--- src/hw/rtl/mbtcp_ram.sv ---
// generic single write port, single read port ram with registered read
// no dependencies
module mbtcp_ram #(
    parameter int WIDTH = 8,
    parameter int DEPTH = 256
) (
    input  logic                     aclk,
    input  logic                     we,
    input  logic [$clog2(DEPTH)-1:0] waddr,
    input  logic [WIDTH-1:0]         wdata,
    input  logic [$clog2(DEPTH)-1:0] raddr,
    output logic [WIDTH-1:0]         rdata
);

    logic [WIDTH-1:0] mem [DEPTH];

    always_ff @(posedge aclk) begin
        if (we) begin
            mem[waddr] <= wdata;
        end
        rdata <= mem[raddr];
    end

endmodule

--- config.mk ---
export PLATFORM = sky130hd
export DESIGN_NAME = mbtcp_ram
export DESIGN_NICKNAME = d
export VERILOG_FILES = /design/src/hw/rtl/mbtcp_ram.sv
export SDC_FILE = /design/constraint.sdc
export NUM_CORES = 2
export LEC_CHECK = 0
export ABC_CLOCK_PERIOD_IN_PS = 4500
export BUFFER_PORTS_ARGS = -buffer_cell sky130_fd_sc_hd__buf_2
export CAP_MARGIN = 20
export CORE_UTILIZATION = 52
export DETAILED_ROUTE_END_ITERATION = 10
export PLACE_DENSITY = 0.66
export SLEW_MARGIN = 20
export SYNTH_ARGS = -nofsm -noshare
export SYNTH_HDL_FRONTEND = slang
export SYNTH_SLANG_ARGS = --single-unit
--- constraint.sdc ---
create_clock -name aclk -period 4.5 [get_ports aclk]
set_clock_uncertainty 0.05 [all_clocks]
set_input_delay 0 -clock aclk [delete_from_list [all_inputs] [get_ports aclk]]
set_output_delay 0 -clock aclk [all_outputs]
set_load 0.01 [all_outputs]
==> results.sh <==
export IMPL_outcome="finished, final reports clean"
export IMPL_grt_usage_pct=25.27
export IMPL_vdd_drop_max_v=0.0003923
export IMPL_rows=143
export IMPL_total_power_w=0.03938
export IMPL_synth_flop_cell="edfxtp_1"
export IMPL_grt_max_degree=165
export IMPL_crit_buf_inv=1
export IMPL_ys_ff_latch=2056
export IMPL_syn_area_sq_mm=0.07956
export IMPL_synth_cell_types=55
export IMPL_cts_sinks=2056
export IMPL_drtPass1Iterations=6
export IMPL_crit_family="compound AO/OA/AOI/OAI gates"
export IMPL_final_nets=3900
export IMPL_postCtsResizedCells=0
export IMPL_crit_path_top_delay_cell="nor3_1"
export IMPL_cap_violations=0
export IMPL_tightestPinTransition_ps=1214
export IMPL_cp_arrival_ps=3660
export IMPL_clock_latency_ps=830
export IMPL_p_per_area_mw_per_mm2=443.9
export IMPL_synth_fp_nets=3759
export IMPL_cpPeakStageDelay_ps=690
export IMPL_critical_path_class="flop to flop"
export IMPL_cp_end_kind="flop"
export IMPL_synth_top_cell_by_area="edfxtp_1"
export IMPL_synth_common_cells="edfxtp_1 (2048), mux4_2 (454), nor2_1 (282), mux2i_1 (134), a22oi_1 (133)"
export IMPL_setup_violations_final=0
export IMPL_postSynthCellCount=3733
export IMPL_start_util_pct=52.37
export IMPL_slew_headroom_pct=18.34
export IMPL_start_kind="flop"
export IMPL_grt_first_pass_wirelength_um=276200
export IMPL_wl_per_cell_um=31.69
export IMPL_path_clk_slew_ps=70
export IMPL_finalMaxSlewViolations=0
export IMPL_place_gp_congestion=0.8390
export IMPL_rsz0062_at_grt="no"
export IMPL_yosys_top_cells_area="edfxtp_1 (77%), mux4_2 (13%), mux2i_1 (1.7%)"
export IMPL_ys_seq_area_share_pct=77.50
export IMPL_finalWirelength_um=192700
export IMPL_numCtsBuffers=201
export IMPL_yosysTopAreaCellShare_pct=77.30
export IMPL_cp_data_required_time_ps=5120
export IMPL_cts_max_path_buffers=3
export IMPL_port_buffers=33
export IMPL_cts_tree="yes"
export IMPL_dieArea_sq_mm=0.1546
export IMPL_overflow=0
export IMPL_cp_max_fo=1
export IMPL_p_leak_nw=27.29
export IMPL_yosysMostFrequentCell="edfxtp_1"
export IMPL_dp_hpwl_um=117500
export IMPL_period_minus_slack_ps=3036
export IMPL_syn2layout_area_growth_pct=11.51
export IMPL_core_area_sq_mm=0.1519
export IMPL_hold_viol=0
export IMPL_final_period_utilization_pct=67.47
export IMPL_ys_warnings_count=0
export IMPL_min_path_type="input pin to flop"
export IMPL_setup_tns_final_ps=0
export IMPL_dr_total_vias=38798
export IMPL_die_h_um=393.1
export IMPL_postSynthAreaPerCell_sq_um=21.31
export IMPL_synthArstFlopShare_pct=0
export IMPL_ios=34
export IMPL_grt_pass1_vias=38483
export IMPL_drtIter0Drc=4513
export IMPL_synth_edf_count=2048
export IMPL_max_freq_mhz=329.4
export IMPL_h_tree_depth=4
export IMPL_drc=0
export IMPL_die_width_um=393.1
export IMPL_crit_chain="mux4_2 > a22o_1 > a221oi_1 > buf_4 > o32ai_1 > nor3_1 > nor4_1"
export IMPL_ant_nets=0
export IMPL_vias_per_cell=6.380
export IMPL_cts_root_buf="clkbuf_16"
export IMPL_antenna_found_initial=15
export IMPL_drive_above_1_share_pct=22.51
-- logic make-up after synthesis --
kind of cell	share of synthesized area (%)
DFF	77.50
and+or+nand+nor	2.628
muxes	14.62
buffers and inverters	1.831
AOI/OAI and AO/OA	3.419
-- final cells by class --
class,instances,area (sq um)
multi-input cells,1442,16520
fillers,10819,63190
well taps,2030,2540
clock inverters,120,1047
clock buffers,252,5328
inverters,2,7.507
repair buffers,171,1590
flip-flops and latches,2056,61660
diodes,8,20.02
-- report_power, final --
| group | leakage, nW | switching [W] | internal [W] |
|---|---|---|---|
| clock | 3.10 | 0.00711 | 0.00920 |
| combinational | 5.71 | 0.00125 | 0.000650 |
| sequential | 18.5 | 0.0000548 | 0.0211 |
-- worst paths after layout --
| path | startpoint | endpoint | slack [ps] | cells past startpoint |
|---|---|---|---|---|
| max | mem[80][5]$_DFFE_PP_ | rdata[5]$_DFF_P_ | 1460 | 7 |
| max reg2reg | mem[80][5]$_DFFE_PP_ | rdata[5]$_DFF_P_ | 1460 | 7 |
| min | raddr[6] | rdata[3]$_DFF_P_ | 160 | 5 |
| min reg2reg | mem[33][5]$_DFFE_PP_ | rdata[5]$_DFF_P_ | 1010 | 6 |
-- routing by layer --
metal  part of all wire [%]  vias up  track usage [%]
li1                       -    15981                -
met1                     40    20576            36.00
met2                     48     1895            39.38
met3                    9.0      332            5.428
met4                    3.2       14            7.980
met5                  0.052        -                0
-- repair_timing --
action,in CTS,in global routing
endpoints found under the hold margin,1136,0
hold buffers,15,0
setup buffers,0,0
-- stage by stage --
step	setup slack, ps	instance area, sq um	utilization [%]	hold slack [ps]	std cells
floorplan	2512	79560	-	48.87	3733
global placement	574.7	82140	54.08	440.9	5686
detailed placement	815.7	82170	54.09	455.1	5686
CTS	1566	88690	58.39	69.76	6073
global route	1541	88700	58.39	144.9	6074
finish	1464	88710	58.40	157.2	6081
-- worst register-to-register path: stages, from the launching register on --
cell and delay [ps]:
edfxtp_1 390, mux4_2 490, a22o_1 250, a221oi_1 580, buf_4 230, o32ai_1 80, nor3_1 690, nor4_1 140
-- layout by cell type, fill, tap and decap left out, types with 28 or more instances in the layout --
cell,n
clkbuf_16,206
o22ai_1,28
a21oi_1,96
mux4_2,454
o221ai_1,46
mux2i_1,134
nor2b_1,28
a22oi_1,133
nand3_1,32
clkinv_1,53
clkinv_2,34
nor2_1,278
nand2_1,33
clkbuf_1,46
buf_4,104
edfxtp_1,2048
-- state kept, by name, summed over array words and instances, names as in the netlist --
register	count
rdata	8
mem	2048
No activity file was read; power rests on OpenSTA's default activity.
