`config.mk`:
```
export PLATFORM = sky130hd
export DESIGN_NAME = mbtcp_queue
export DESIGN_NICKNAME = d
export VERILOG_FILES = /design/src/hw/rtl/mbtcp_pkg.sv /design/src/hw/rtl/mbtcp_queue.sv
export SDC_FILE = /design/constraint.sdc
export NUM_CORES = 1
export LEC_CHECK = 0
export BUFFER_PORTS_ARGS = -buffer_cell sky130_fd_sc_hd__buf_2
export CORE_MARGIN = 1
export CORE_UTILIZATION = 40
export DETAILED_ROUTE_END_ITERATION = 16
export HOLD_SLACK_MARGIN = 0.08
export PLACE_DENSITY = 0.66
export SLEW_MARGIN = 20
export SYNTH_ARGS = -nofsm -noshare
export SYNTH_HDL_FRONTEND = slang
export SYNTH_SLANG_ARGS = --single-unit
```
`constraint.sdc`:
```
create_clock -name aclk -period 2.49 [get_ports aclk]
set_input_delay 0.249 -clock aclk [delete_from_list [all_inputs] [get_ports aclk]]
set_output_delay 0.249 -clock aclk [all_outputs]
set_load 0.005 [all_outputs]
```
`src/hw/rtl/mbtcp_pkg.sv`:
```
// shared constants, job type and function codes for the modbus/tcp server engine
// no dependencies
package mbtcp_pkg;

    localparam int COIL_COUNT     = 256;
    localparam int REGISTER_COUNT = 256;
    localparam int MAX_PDU_BYTES  = 253;
    localparam int BEAT_BYTES     = 8;
    localparam int QUEUE_DEPTH    = 2;
    localparam int HDR_LEN        = 7;

    localparam int COIL_AW  = $clog2(COIL_COUNT);
    localparam int REG_AW   = $clog2(REGISTER_COUNT);
    localparam int ADDR_W   = (COIL_AW > REG_AW) ? COIL_AW : REG_AW;
    localparam int PDU_AW   = $clog2(MAX_PDU_BYTES);
    localparam int BEAT_W   = BEAT_BYTES * 8;
    localparam int BCNT_W   = $clog2(BEAT_BYTES + 1);

    localparam logic [7:0]  FC_READ_COILS  = 8'h01;
    localparam logic [7:0]  FC_READ_REGS   = 8'h03;
    localparam logic [7:0]  FC_WRITE_COIL  = 8'h05;
    localparam logic [7:0]  FC_WRITE_REG   = 8'h06;
    localparam logic [7:0]  FC_WRITE_MULTI = 8'h10;
    localparam logic [7:0]  EXC_FLAG       = 8'h80;
    localparam logic [7:0]  EXC_ILLEGAL_FUNC  = 8'h01;
    localparam logic [7:0]  EXC_ILLEGAL_ADDR  = 8'h02;
    localparam logic [7:0]  EXC_ILLEGAL_VALUE = 8'h03;
    localparam logic [15:0] COIL_ON         = 16'hFF00;
    localparam logic [15:0] COIL_OFF        = 16'h0000;
    localparam logic [15:0] MAX_READ_COILS  = 16'd2000;
    localparam logic [15:0] MAX_READ_REGS   = 16'd125;
    localparam logic [15:0] MAX_WRITE_REGS  = 16'd123;

    typedef enum logic [0:0] {
        REG_CRIT_LOW  = 1'b0,
        REG_CRIT_HIGH = 1'b1
    } cfg_reg_t;

    typedef struct packed {
        logic        drop;
        logic [15:0] tid;
        logic [7:0]  unit;
        logic [7:0]  plen;
    } job_t;

endpackage

```
`src/hw/rtl/mbtcp_queue.sv`:
```
// short job queue between the parser and the request executor
// depends on mbtcp_pkg
module mbtcp_queue import mbtcp_pkg::*; (
    input  logic aclk,
    input  logic aresetn,
    input  logic push,
    input  job_t push_data,
    input  logic pop,
    output job_t head,
    output logic not_empty,
    output logic full
);

    localparam int PW = (QUEUE_DEPTH > 1) ? $clog2(QUEUE_DEPTH) : 1;
    localparam int CW = $clog2(QUEUE_DEPTH + 1);

    job_t          slot_reg [QUEUE_DEPTH];
    logic [PW-1:0] wptr_reg, rptr_reg;
    logic [CW-1:0] cnt_reg;

    assign head      = slot_reg[rptr_reg];
    assign not_empty = (cnt_reg != '0);
    assign full      = (cnt_reg == CW'(QUEUE_DEPTH));

    always_ff @(posedge aclk) begin
        if (push) begin
            slot_reg[wptr_reg] <= push_data;
        end
    end

    always_ff @(posedge aclk) begin
        if (!aresetn) begin
            wptr_reg <= '0;
            rptr_reg <= '0;
            cnt_reg  <= '0;
        end else begin
            if (push) begin
                wptr_reg <= (wptr_reg == PW'(QUEUE_DEPTH - 1)) ? '0 : wptr_reg + 1'b1;
            end
            if (pop) begin
                rptr_reg <= (rptr_reg == PW'(QUEUE_DEPTH - 1)) ? '0 : rptr_reg + 1'b1;
            end
            cnt_reg <= cnt_reg + CW'(push) - CW'(pop);
        end
    end

endmodule

```
==> metrics <==
post-route ant nets=0; CTS buffer count=9; total negative slack=0 ps; pin count of the biggest net entering global routing=35; Initial Util=0.426; unrepaired setup endpoints after global routing=no; post-synthesis cell type count=14; skew final=~6.4 ps; EDFF count, synth=66; first-pass GRT wire length=just under 7 mm; Max Freq=0.588 GHz; max reg flops=66; area grow syn2layout=24.8%; Initial DRT Pass Iterations=3; Max Cap Violations=0; Final Max Slew Viols=0; crit path time final=1700 ps; row count=29; post-synthesis compound-gate area fraction=0.00271; fill cell count=520; Slew headroom=0.688; crit end category=output pin; most common cell in the synthesized netlist=edfxtp_1; Netlist Area Pre-Place=between 2000 and 3000 sq um; Flop pwr share=0.548; clk_lat worst skew=about 330 ps; start-to-end type of the worst setup path=reg -> out; placed instance area=about 3200 sq um; Synth Area in Adders=0.00905; Post-Syn Nets=163; gr usage total=0.136; CTS sink cnt=71; clk buf depth=2; total congestion overflow=0; worst reg2reg path startpoint=wptr_reg; Mean Syn Cell Area=22.3 sq um; arrival time worst endpoint=roughly 1500 ps; fraction of final layout cells sized beyond drive strength 1=0.566; Req. time, crit path=2240 ps; critical path launch point type=flip-flop; setup slack, reg-to-reg=approximately 1200 ps; Final Instance Area=around 3500 sq um; power share of the combinational group=0.125; largest family of logic cells by synthesized area=multiplexers; DR WL/cell=~15 microns; core area=about 6500 sq um; simple-gate portion of the synthesized area=0.0204; Routed Wire Length=~4.5 mm; fin crit share=0.684; Sw Share=0.212; Synth top cells by count=edfxtp_1, mux2_4, dfxtp_1; global placement routability congestion=roughly 0.68; Worst VDD drop=~0.32 mV; number of port buffers=a little over 70; Hold Slack=between 100 and 150 ps; Reg2Reg Depth=2; vias per inst=4.60; Final Hold Viols=0; CTS clk-pin slew, worst paths=~70 ps; Least-Margin Pin Slew=between 400 and 500 ps; die area=a little over 7000 sq um; Die Wd=85.1 microns; Synth Instances=roughly 120; endpoints failing setup=0; mux cell area share after synthesis=0.175; Post-Synth XOR/XNOR Area=0.0113; sequential share of the synthesized area=0.753; Synth warnings=0; CP max FO=18; leakage power=between 1 and 1.5 nW; top cell type's share of synthesized area=0.717; Initial DRC Count=51; crit path capture=head[21]; Synth Register Bits=71; top cells by area in the synthesized netlist=edfxtp_1, mux2_4, dfxtp_1; ys flop type=edfxtp_1; vias in the first global route=between 1k and 1.5k; nets=254; post-synth top area cell=edfxtp_1; worst reg2reg path endpoint=slot_reg[1][13]; routed vias=around 1.4k; min-delay worst type=in -> reg; post-CTS setup buffer count=0; drt drc=0; cell internal pwr=approximately 2.0 mW; sequential cell area=between 2000 and 2500 sq um; CTS root buffer=clkbuf_8; H-tree Lvls=3; clock network fraction of total power=0.327; # IOs=between 70 and 80; Multi-input gate area=612 sq um; ys async rst share=0; ant diodes=0; TritonCTS clock tree=built; initial antenna violation count=0; Net Switching=approximately 540 uW; pwr dens=about 740 nW/um^2; DIE HEIGHT=between 80 and 90 microns; status=complete, no violations
## what timing repair did
| action | in CTS | in global routing |
|---|---|---|
| hold buffers | 0 | 9 |
| gates resized for setup | 0 | 0 |
| endpoints found under the hold margin | 0 | 17 |
## layout make-up
cell class,count,share of cell area
Sequential cell,71,0.604
Multi-Input combinational cell,47,0.177
Timing Repair Buffer,84,0.138
Clock buffer,9,0.0359
Tap cell,77,0.0279
Clock inverter,6,0.0152
Inverter,2,0.00218
## cells by family after synthesis
kind of cell | Yosys count
buffers and inverters | 6
XOR/XNOR | 2
multiplexers | 33
AO/OA/AOI/OAI | 1
AND/OR/NAND/NOR | 9
flip-flops | 71
adder cells (fa/ha/maj) | 2
## stage by stage
| stage | instances | utilization | power (mW) | setup WS (ps) |
|---|---|---|---|---|
| 2_1_floorplan | 124 | - | 1.63 | 242 |
| 3_3_place_gp | 272 | 0.490 | 1.73 | 1130 |
| 3_5_place_dp | 272 | 0.490 | 1.74 | 1110 |
| 4_1_cts | 287 | 0.517 | 2.58 | 745 |
| 5_1_grt | 296 | 0.531 | 2.68 | 685 |
| 6_report | 296 | 0.531 | 2.55 | 788 |
## power groups by stage
stage | registers (mW) | clock network, mW | logic [mW]
finish | 1.40 | 0.835 | 0.318
global route | 1.41 | 0.925 | 0.347
CTS | 1.40 | 0.859 | 0.315
detailed placement | 1.43 | 0 | 0.315
global placement | 1.42 | 0 | 0.311
floorplan | 1.42 | 0 | 0.210
## worst min-delay path by stage
stage,startpoint,cells past startpoint,endpoint
6_report,push_data[7],1,slot_reg[1][7]
3_5_place_dp,push_data[29],1,slot_reg[0][29]
2_1_floorplan,push_data[0],0,slot_reg[0][0]
5_1_grt,push_data[32],1,slot_reg[1][32]
3_3_place_gp,push_data[1],1,slot_reg[1][1]
4_1_cts,push_data[4],1,slot_reg[0][4]
## routing by layer
metal  up-vias  part of all wire  GRT usage  routed length [microns]
met5         -                 0          0                        0
met4         0             0.022     0.0740                       98
met3         9             0.038     0.0486                      170
met2        38              0.50      0.220                     2240
met1       660              0.44      0.157                     1950
li1        656                 -          -                        -
## worst max-delay path, stage by stage, from the launching register on
cell     delay (ps)
dfxtp_2         320
buf_4           300
mux2_2          370
buf_2           120
## placed cells by master, fill, tap and decap left out
cell and n:
nor2b_1 3, dfxtp_2 1, and2_1 4, or2_2 1, o21a_1 1, xnor3_1 1, xor2_1 1, dlygate4sd3_1 9
clkbuf_8 9, edfxtp_1 66, mux2_2 3, clkinv_1 2, buf_2 71, clkinv_2 3, ha_1 2, nor2b_4 1
mux2_4 30, inv_1 2, buf_4 4, dfxtp_1 4, bufinv_16 1
No activity file was read; power rests on OpenSTA's default activity.
