--- config.mk ---
export PLATFORM = sky130hd
export DESIGN_NAME = mbtcp_front
export DESIGN_NICKNAME = d
export VERILOG_FILES = /design/src/hw/rtl/mbtcp_pkg.sv /design/src/hw/rtl/mbtcp_front.sv
export SDC_FILE = /design/constraint.sdc
export NUM_CORES = 1
export LEC_CHECK = 0
export ABC_CLOCK_PERIOD_IN_PS = 7300
export BUFFER_PORTS_ARGS = -buffer_cell sky130_fd_sc_hd__buf_2
export CAP_MARGIN = 25
export CORE_UTILIZATION = 55
export CTS_CLUSTER_SIZE = 40
export DETAILED_ROUTE_END_ITERATION = 7
export HOLD_SLACK_MARGIN = 0.08
export PLACE_DENSITY = 0.78
export SYNTH_ARGS = -nofsm -noshare
export SYNTH_HDL_FRONTEND = slang
export SYNTH_SLANG_ARGS = --single-unit
--- constraint.sdc ---
create_clock -name aclk -period 7.3 [get_ports aclk]
set_clock_uncertainty 0.2 [all_clocks]
set_input_delay 0.73 -clock aclk [delete_from_list [all_inputs] [get_ports aclk]]
set_output_delay 0.73 -clock aclk [all_outputs]
set_load 0.1 [all_outputs]
--- src/hw/rtl/mbtcp_pkg.sv ---
// shared constants, job type and function codes for the modbus/tcp server engine
// no dependencies
package mbtcp_pkg;

    localparam int COIL_COUNT     = 256;
    localparam int REGISTER_COUNT = 256;
    localparam int MAX_PDU_BYTES  = 253;
    localparam int BEAT_BYTES     = 8;
    localparam int QUEUE_DEPTH    = 2;
    localparam int HDR_LEN        = 7;

    localparam int COIL_AW  = $clog2(COIL_COUNT);
    localparam int REG_AW   = $clog2(REGISTER_COUNT);
    localparam int ADDR_W   = (COIL_AW > REG_AW) ? COIL_AW : REG_AW;
    localparam int PDU_AW   = $clog2(MAX_PDU_BYTES);
    localparam int BEAT_W   = BEAT_BYTES * 8;
    localparam int BCNT_W   = $clog2(BEAT_BYTES + 1);

    localparam logic [7:0]  FC_READ_COILS  = 8'h01;
    localparam logic [7:0]  FC_READ_REGS   = 8'h03;
    localparam logic [7:0]  FC_WRITE_COIL  = 8'h05;
    localparam logic [7:0]  FC_WRITE_REG   = 8'h06;
    localparam logic [7:0]  FC_WRITE_MULTI = 8'h10;
    localparam logic [7:0]  EXC_FLAG       = 8'h80;
    localparam logic [7:0]  EXC_ILLEGAL_FUNC  = 8'h01;
    localparam logic [7:0]  EXC_ILLEGAL_ADDR  = 8'h02;
    localparam logic [7:0]  EXC_ILLEGAL_VALUE = 8'h03;
    localparam logic [15:0] COIL_ON         = 16'hFF00;
    localparam logic [15:0] COIL_OFF        = 16'h0000;
    localparam logic [15:0] MAX_READ_COILS  = 16'd2000;
    localparam logic [15:0] MAX_READ_REGS   = 16'd125;
    localparam logic [15:0] MAX_WRITE_REGS  = 16'd123;

    typedef enum logic [0:0] {
        REG_CRIT_LOW  = 1'b0,
        REG_CRIT_HIGH = 1'b1
    } cfg_reg_t;

    typedef struct packed {
        logic        drop;
        logic [15:0] tid;
        logic [7:0]  unit;
        logic [7:0]  plen;
    } job_t;

endpackage

--- src/hw/rtl/mbtcp_front.sv ---
// front end: mbap header parser, pdu buffer writer and job issue
// depends on mbtcp_pkg
module mbtcp_front import mbtcp_pkg::*; (
    input  logic              aclk,
    input  logic              aresetn,
    input  logic              s_valid,
    output logic              s_ready,
    input  logic [7:0]        s_stream_byte,
    input  logic              s_connection_start,
    input  logic              busy,
    input  logic              q_full,
    output logic              job_push,
    output job_t              job_data,
    output logic              pdu_we,
    output logic [PDU_AW-1:0] pdu_waddr,
    output logic [7:0]        pdu_wdata
);

    logic [8:0]  pos_reg, pos_next, pos_eff, pdu_idx;
    logic [15:0] tid_reg, tid_next, tid_eff;
    logic [15:0] proto_reg, proto_next, proto_eff;
    logic [15:0] flen_reg, flen_next, flen_eff;
    logic [7:0]  unit_reg, unit_next, unit_eff;
    logic        dropped_reg, dropped_next, dropped_eff;
    logic [7:0]  plen;
    logic        hdr_end, hdr_bad, is_pdu, pdu_last, need_push, stall, acc;

    always_comb begin
        pos_eff     = s_connection_start ? '0 : pos_reg;
        tid_eff     = s_connection_start ? '0 : tid_reg;
        proto_eff   = s_connection_start ? '0 : proto_reg;
        flen_eff    = s_connection_start ? '0 : flen_reg;
        unit_eff    = s_connection_start ? '0 : unit_reg;
        dropped_eff = s_connection_start ? 1'b0 : dropped_reg;
        pdu_idx     = pos_eff - 9'(HDR_LEN);
        plen        = 8'(flen_eff - 16'd1);
        hdr_end     = (pos_eff == 9'(HDR_LEN - 1));
        hdr_bad     = (proto_eff != 16'd0) || (flen_eff < 16'd2)
                    || (flen_eff > 16'(MAX_PDU_BYTES + 1));
        is_pdu      = (pos_eff >= 9'(HDR_LEN));
        pdu_last    = is_pdu && ((pdu_idx + 9'd1) >= {1'b0, plen});
        need_push   = !dropped_eff && ((hdr_end && hdr_bad) || pdu_last);
        stall       = !dropped_eff && ((is_pdu && busy) || (need_push && q_full));
        s_ready     = !stall;
        acc         = s_valid && s_ready;

        job_push      = acc && need_push;
        job_data.drop = hdr_end;
        job_data.tid  = tid_eff;
        job_data.unit = hdr_end ? s_stream_byte : unit_eff;
        job_data.plen = plen;

        pdu_we    = acc && !dropped_eff && is_pdu;
        pdu_waddr = pdu_idx[PDU_AW-1:0];
        pdu_wdata = s_stream_byte;

        pos_next     = pos_reg;
        tid_next     = tid_reg;
        proto_next   = proto_reg;
        flen_next    = flen_reg;
        unit_next    = unit_reg;
        dropped_next = dropped_reg;
        if (acc) begin
            pos_next     = pos_eff;
            tid_next     = tid_eff;
            proto_next   = proto_eff;
            flen_next    = flen_eff;
            unit_next    = unit_eff;
            dropped_next = dropped_eff;
            if (!dropped_eff) begin
                pos_next = pos_eff + 9'd1;
                if (pos_eff < 9'd2) begin
                    tid_next = {tid_eff[7:0], s_stream_byte};
                end else if (pos_eff < 9'd4) begin
                    proto_next = {proto_eff[7:0], s_stream_byte};
                end else if (pos_eff < 9'd6) begin
                    flen_next = {flen_eff[7:0], s_stream_byte};
                end else if (hdr_end) begin
                    unit_next = s_stream_byte;
                    if (hdr_bad) begin
                        dropped_next = 1'b1;
                        pos_next     = '0;
                    end
                end else if (pdu_last) begin
                    pos_next = '0;
                end
            end
        end
    end

    always_ff @(posedge aclk) begin
        if (!aresetn) begin
            pos_reg     <= '0;
            tid_reg     <= '0;
            proto_reg   <= '0;
            flen_reg    <= '0;
            unit_reg    <= '0;
            dropped_reg <= 1'b0;
        end else begin
            pos_reg     <= pos_next;
            tid_reg     <= tid_next;
            proto_reg   <= proto_next;
            flen_reg    <= flen_next;
            unit_reg    <= unit_next;
            dropped_reg <= dropped_next;
        end
    end

endmodule

==> summary.md <==
| Metric | Value |
|---|---|
| Synth Area per Inst | `9.062 um2` |
| CTS Buf Count | `9` |
| Post-synth top cells | `dfxtp_1, nor2_1, a22o_1, nand2_1, nor2b_1` |
| Startpoint Class | `primary input` |
| Final Hold Viols | `0` |
| Count leader, synth | `dfxtp_1` |
| Post-route setup TNS | `0 ns` |
| Req. time, crit path | `6.37 ns` |
| Boundary Pins | `66` |
| Post-synth top area share | `0.3406` |
| Fillers | `562` |
| Crit path DAT | `5.06 ns` |
| Initial Utilization | `0.5709` |
| Setup Fix Bufs, Post-CTS | `0` |
| Global-route wire length before repair | `14920 um` |
| Worst min path class | `flop to flop` |
| Vias in the first global route | `3004` |
| Power per cell area | `189.5 nW/um2` |
| Layout area overhead | `11.61%` |
| Synth Area in XOR/XNOR | `0.03129` |
| Mux cell area share after synthesis | `0.05065` |
| Sw Ratio | `0.3140` |
| Rel. slew slack | `0.3893` |
| Max VDD drop | `0.1665 mV` |
| CTS Root Cell | `clkbuf_8` |
| Crit-path cells | `buf_2 > inv_1 > nand2_1 > inv_1 > ha_1 > a21oi_1 > mux2i_2 > nand2_1 > nor2_1 > nand3_1 > xnor2_1 > ha_1 > a21oi_1 > o211ai_1 > nor2_1 > o21ai_4 > a211oi_2 > and3_1 > buf_2` |
| Clock tree buffer depth | `2` |
| Max Freq | `167.0 MHz` |
| R2r worst-path depth | `17` |
| Post-CTS Resized | `0` |
| Net Sw Power | `257.6 uW` |
| Vias per cell | `5.786` |
| Gate power share | `0.166` |
| Reg2reg start | `pos_reg[0]$_SDFFE_PN0P_` |
| Post-synthesis simple-gate area fraction | `0.2187` |
| CORE AREA | `6794 um2` |
| Unrepaired setup endpoints after global routing | `false` |
| Tot GR Track Use | `0.2561` |
| DR DRC count | `0` |
| Slew @ Worst Pin | `0.9151 ns` |
| Final ANT Viol Nets | `0` |
| Fin. max-slew vios | `0` |
| Vias | `3304` |
| Die X | `85.98 um` |
| WL per Instance | `15.76 um` |
| Clock share of power | `0.383` |
| Core Rows | `30` |
| CTS clock-pin slew for the worst setup and hold paths | `0.07 ns` |
| Die ar. | `7392 um2` |
| Tot Pwr | `820.5 uW` |
| Worst reg2reg path endpoint | `unit_reg[7]$_SDFFE_PN0P_` |
| Post-route clock period utilization | `0.8204` |
| Die Span Y | `85.98 um` |
| CTS sink count | `66` |
| N_diodes | `0` |
| Largest stage delay on the critical path | `0.50 ns` |
| Status | `complete, no violations` |
| Sequential share of the synthesized area | `0.3406` |
| First-pass DRT Iterations | `4` |
| Cell Int Power | `562.9 uW` |
| Share of layout cells above drive strength 1 | `0.2421` |
| Grt total ovfl | `0` |
| DRT iter0 DRCs | `150` |
| Syn_nets | `453` |
| Dominant cells by area after synthesis | `dfxtp_1, a22o_1, mux2i_1` |
| Routability cong. | `0.8436` |
| Crit. path cell count | `19` |
| Primary FF master, synth | `dfxtp_1` |
| Syn Inst Count | `428` |
| Post-synth ARST share | `0` |
| Count of different cell masters after synthesis | `64` |
| Leakage | `1.849 nW` |
| Nets | `495` |
| R2R Setup Slk | `2.78 ns` |
| Post-route minimum period | `5.989 ns` |
| Cell Area, Synth | `3879 um2` |
| Number of synthesized flops with an enable pin | `0` |
| Top cell type by total area after synthesis | `dfxtp_1` |
| Final setup fails | `0` |
| Synth Area in Adders | `0.03548` |
| Critical Path End Type | `output pin` |
| Initial antenna violation count | `0` |
| Port Buffers | `65` |
| Synth Area in Compound Gates | `0.2477` |
| Hold bufs inserted after CTS | `0` |
| CTS tree | `built` |
| Min-Delay Startpoint | `flen_reg[8]$_SDFFE_PN0P_` |
| Kind of critical path | `primary input to output pin` |
| Largest net degree at the start of global routing | `44` |
| Htree depth | `3` |
| Beginning of the critical path | `s_connection_start` |
| Worst skew pair latency | `0.35 ns` |
| Worst Path Max Fanout | `23` |
| DPL Wire Length | `6456 um` |
| Final wirelength | `8997 um` |
| Buf/Inv on CP | `4` |
| Register bit total from synthesis | `66` |
| Crit path to | `pdu_we` |
| Slowest cell on the critical path | `inv_1` |
| Largest family of logic cells by synthesized area | `compound AO/OA/AOI/OAI gates` |
| Critical path's top delay family | `buffers and inverters` |
| Seq pwr share | `0.451` |
| Total of max-cap violations | `0` |
| Synth warn | `0` |
## worst min path at each step
stage                                to  depth (start not counted)
2_1_floorplan  flen_reg[8]$_SDFFE_PN0P_                          1
3_3_place_gp   flen_reg[8]$_SDFFE_PN0P_                          1
3_5_place_dp   flen_reg[8]$_SDFFE_PN0P_                          1
4_1_cts        flen_reg[8]$_SDFFE_PN0P_                          1
5_1_grt        flen_reg[8]$_SDFFE_PN0P_                          1
6_report       flen_reg[8]$_SDFFE_PN0P_                          1
## stage by stage
step | utilization | setup slack [ns] | area (um2) | cells | hold slack [ns]
floorplan | - | 0.009670 | 3881 | 428 | 0.2327
global placement | 0.6074 | 1.567 | 4126 | 555 | 0.2499
detailed placement | 0.6074 | 1.329 | 4126 | 555 | 0.2498
CTS | 0.6372 | 1.311 | 4329 | 571 | 0.2749
global route | 0.6372 | 0.9452 | 4329 | 571 | 0.2891
finish | 0.6372 | 1.311 | 4329 | 571 | 0.2703
## per-layer routing
metal | track usage | routed length [um] | up-vias
li1 | - | - | 1636
met1 | 0.3602 | 4243 | 1570
met2 | 0.3853 | 4197 | 83
met3 | 0.05294 | 385 | 15
met4 | 0.09545 | 170 | 0
met5 | 0 | 0 | -
## worst register-to-register path, stage by stage (launching register included)
cell      delay, ns
dfxtp_1        0.53
nand2_1        0.23
inv_1          0.13
ha_1           0.37
a21oi_1        0.15
mux2i_2        0.34
nand2_1        0.08
nor2_1         0.19
nand3_1        0.12
xnor2_1        0.14
ha_1           0.32
a21oi_1        0.16
o211ai_1       0.10
nor2_1         0.19
o21ai_4        0.18
a41oi_4        0.45
and3_1         0.41
a22o_1         0.18
## cell usage in the layout, fill, tap and decap left out, types with 4 or more instances in the layout
master	count
mux2i_1	16
inv_1	19
xnor2_1	9
a22o_1	37
nor2b_1	20
nor3_1	5
o2bb2ai_1	5
nor2_1	37
nor4_1	7
and2_1	4
a21o_1	4
buf_2	65
dfxtp_1	66
nand2_1	36
a211oi_1	4
o21ai_0	14
ha_1	11
a21oi_1	16
o211ai_1	4
clkbuf_8	10
nand3_1	13
## cell type report
cell class / count / area, um2 / area share
clock buffers: 10 / 137.6 / 0.03179
clock inverters: 6 / 65.06 / 0.01503
inverters: 19 / 71.32 / 0.01647
multi-input cells: 307 / 2273 / 0.5251
flip-flops and latches: 66 / 1321 / 0.3052
well taps: 96 / 120.1 / 0.02775
repair buffers: 67 / 340.3 / 0.07861
## power by group through the flow
stage	logic, mW	registers, mW	clock network (mW)
3_5_place_dp	0.136	0.378	0
4_1_cts	0.137	0.370	0.320
6_report	0.136	0.370	0.314
2_1_floorplan	0.115	0.377	0
3_3_place_gp	0.135	0.378	0
5_1_grt	0.145	0.371	0.338
## kinds of logic after synthesis
logic type	count (synthesis)
and+or+nand+nor	152
DFF	66
buffers and inverters	55
xor gates and xnor gates	13
muxes	18
AOI/OAI and AO/OA	113
adders and majority gates	11
Power figures use the tool's default switching activity.
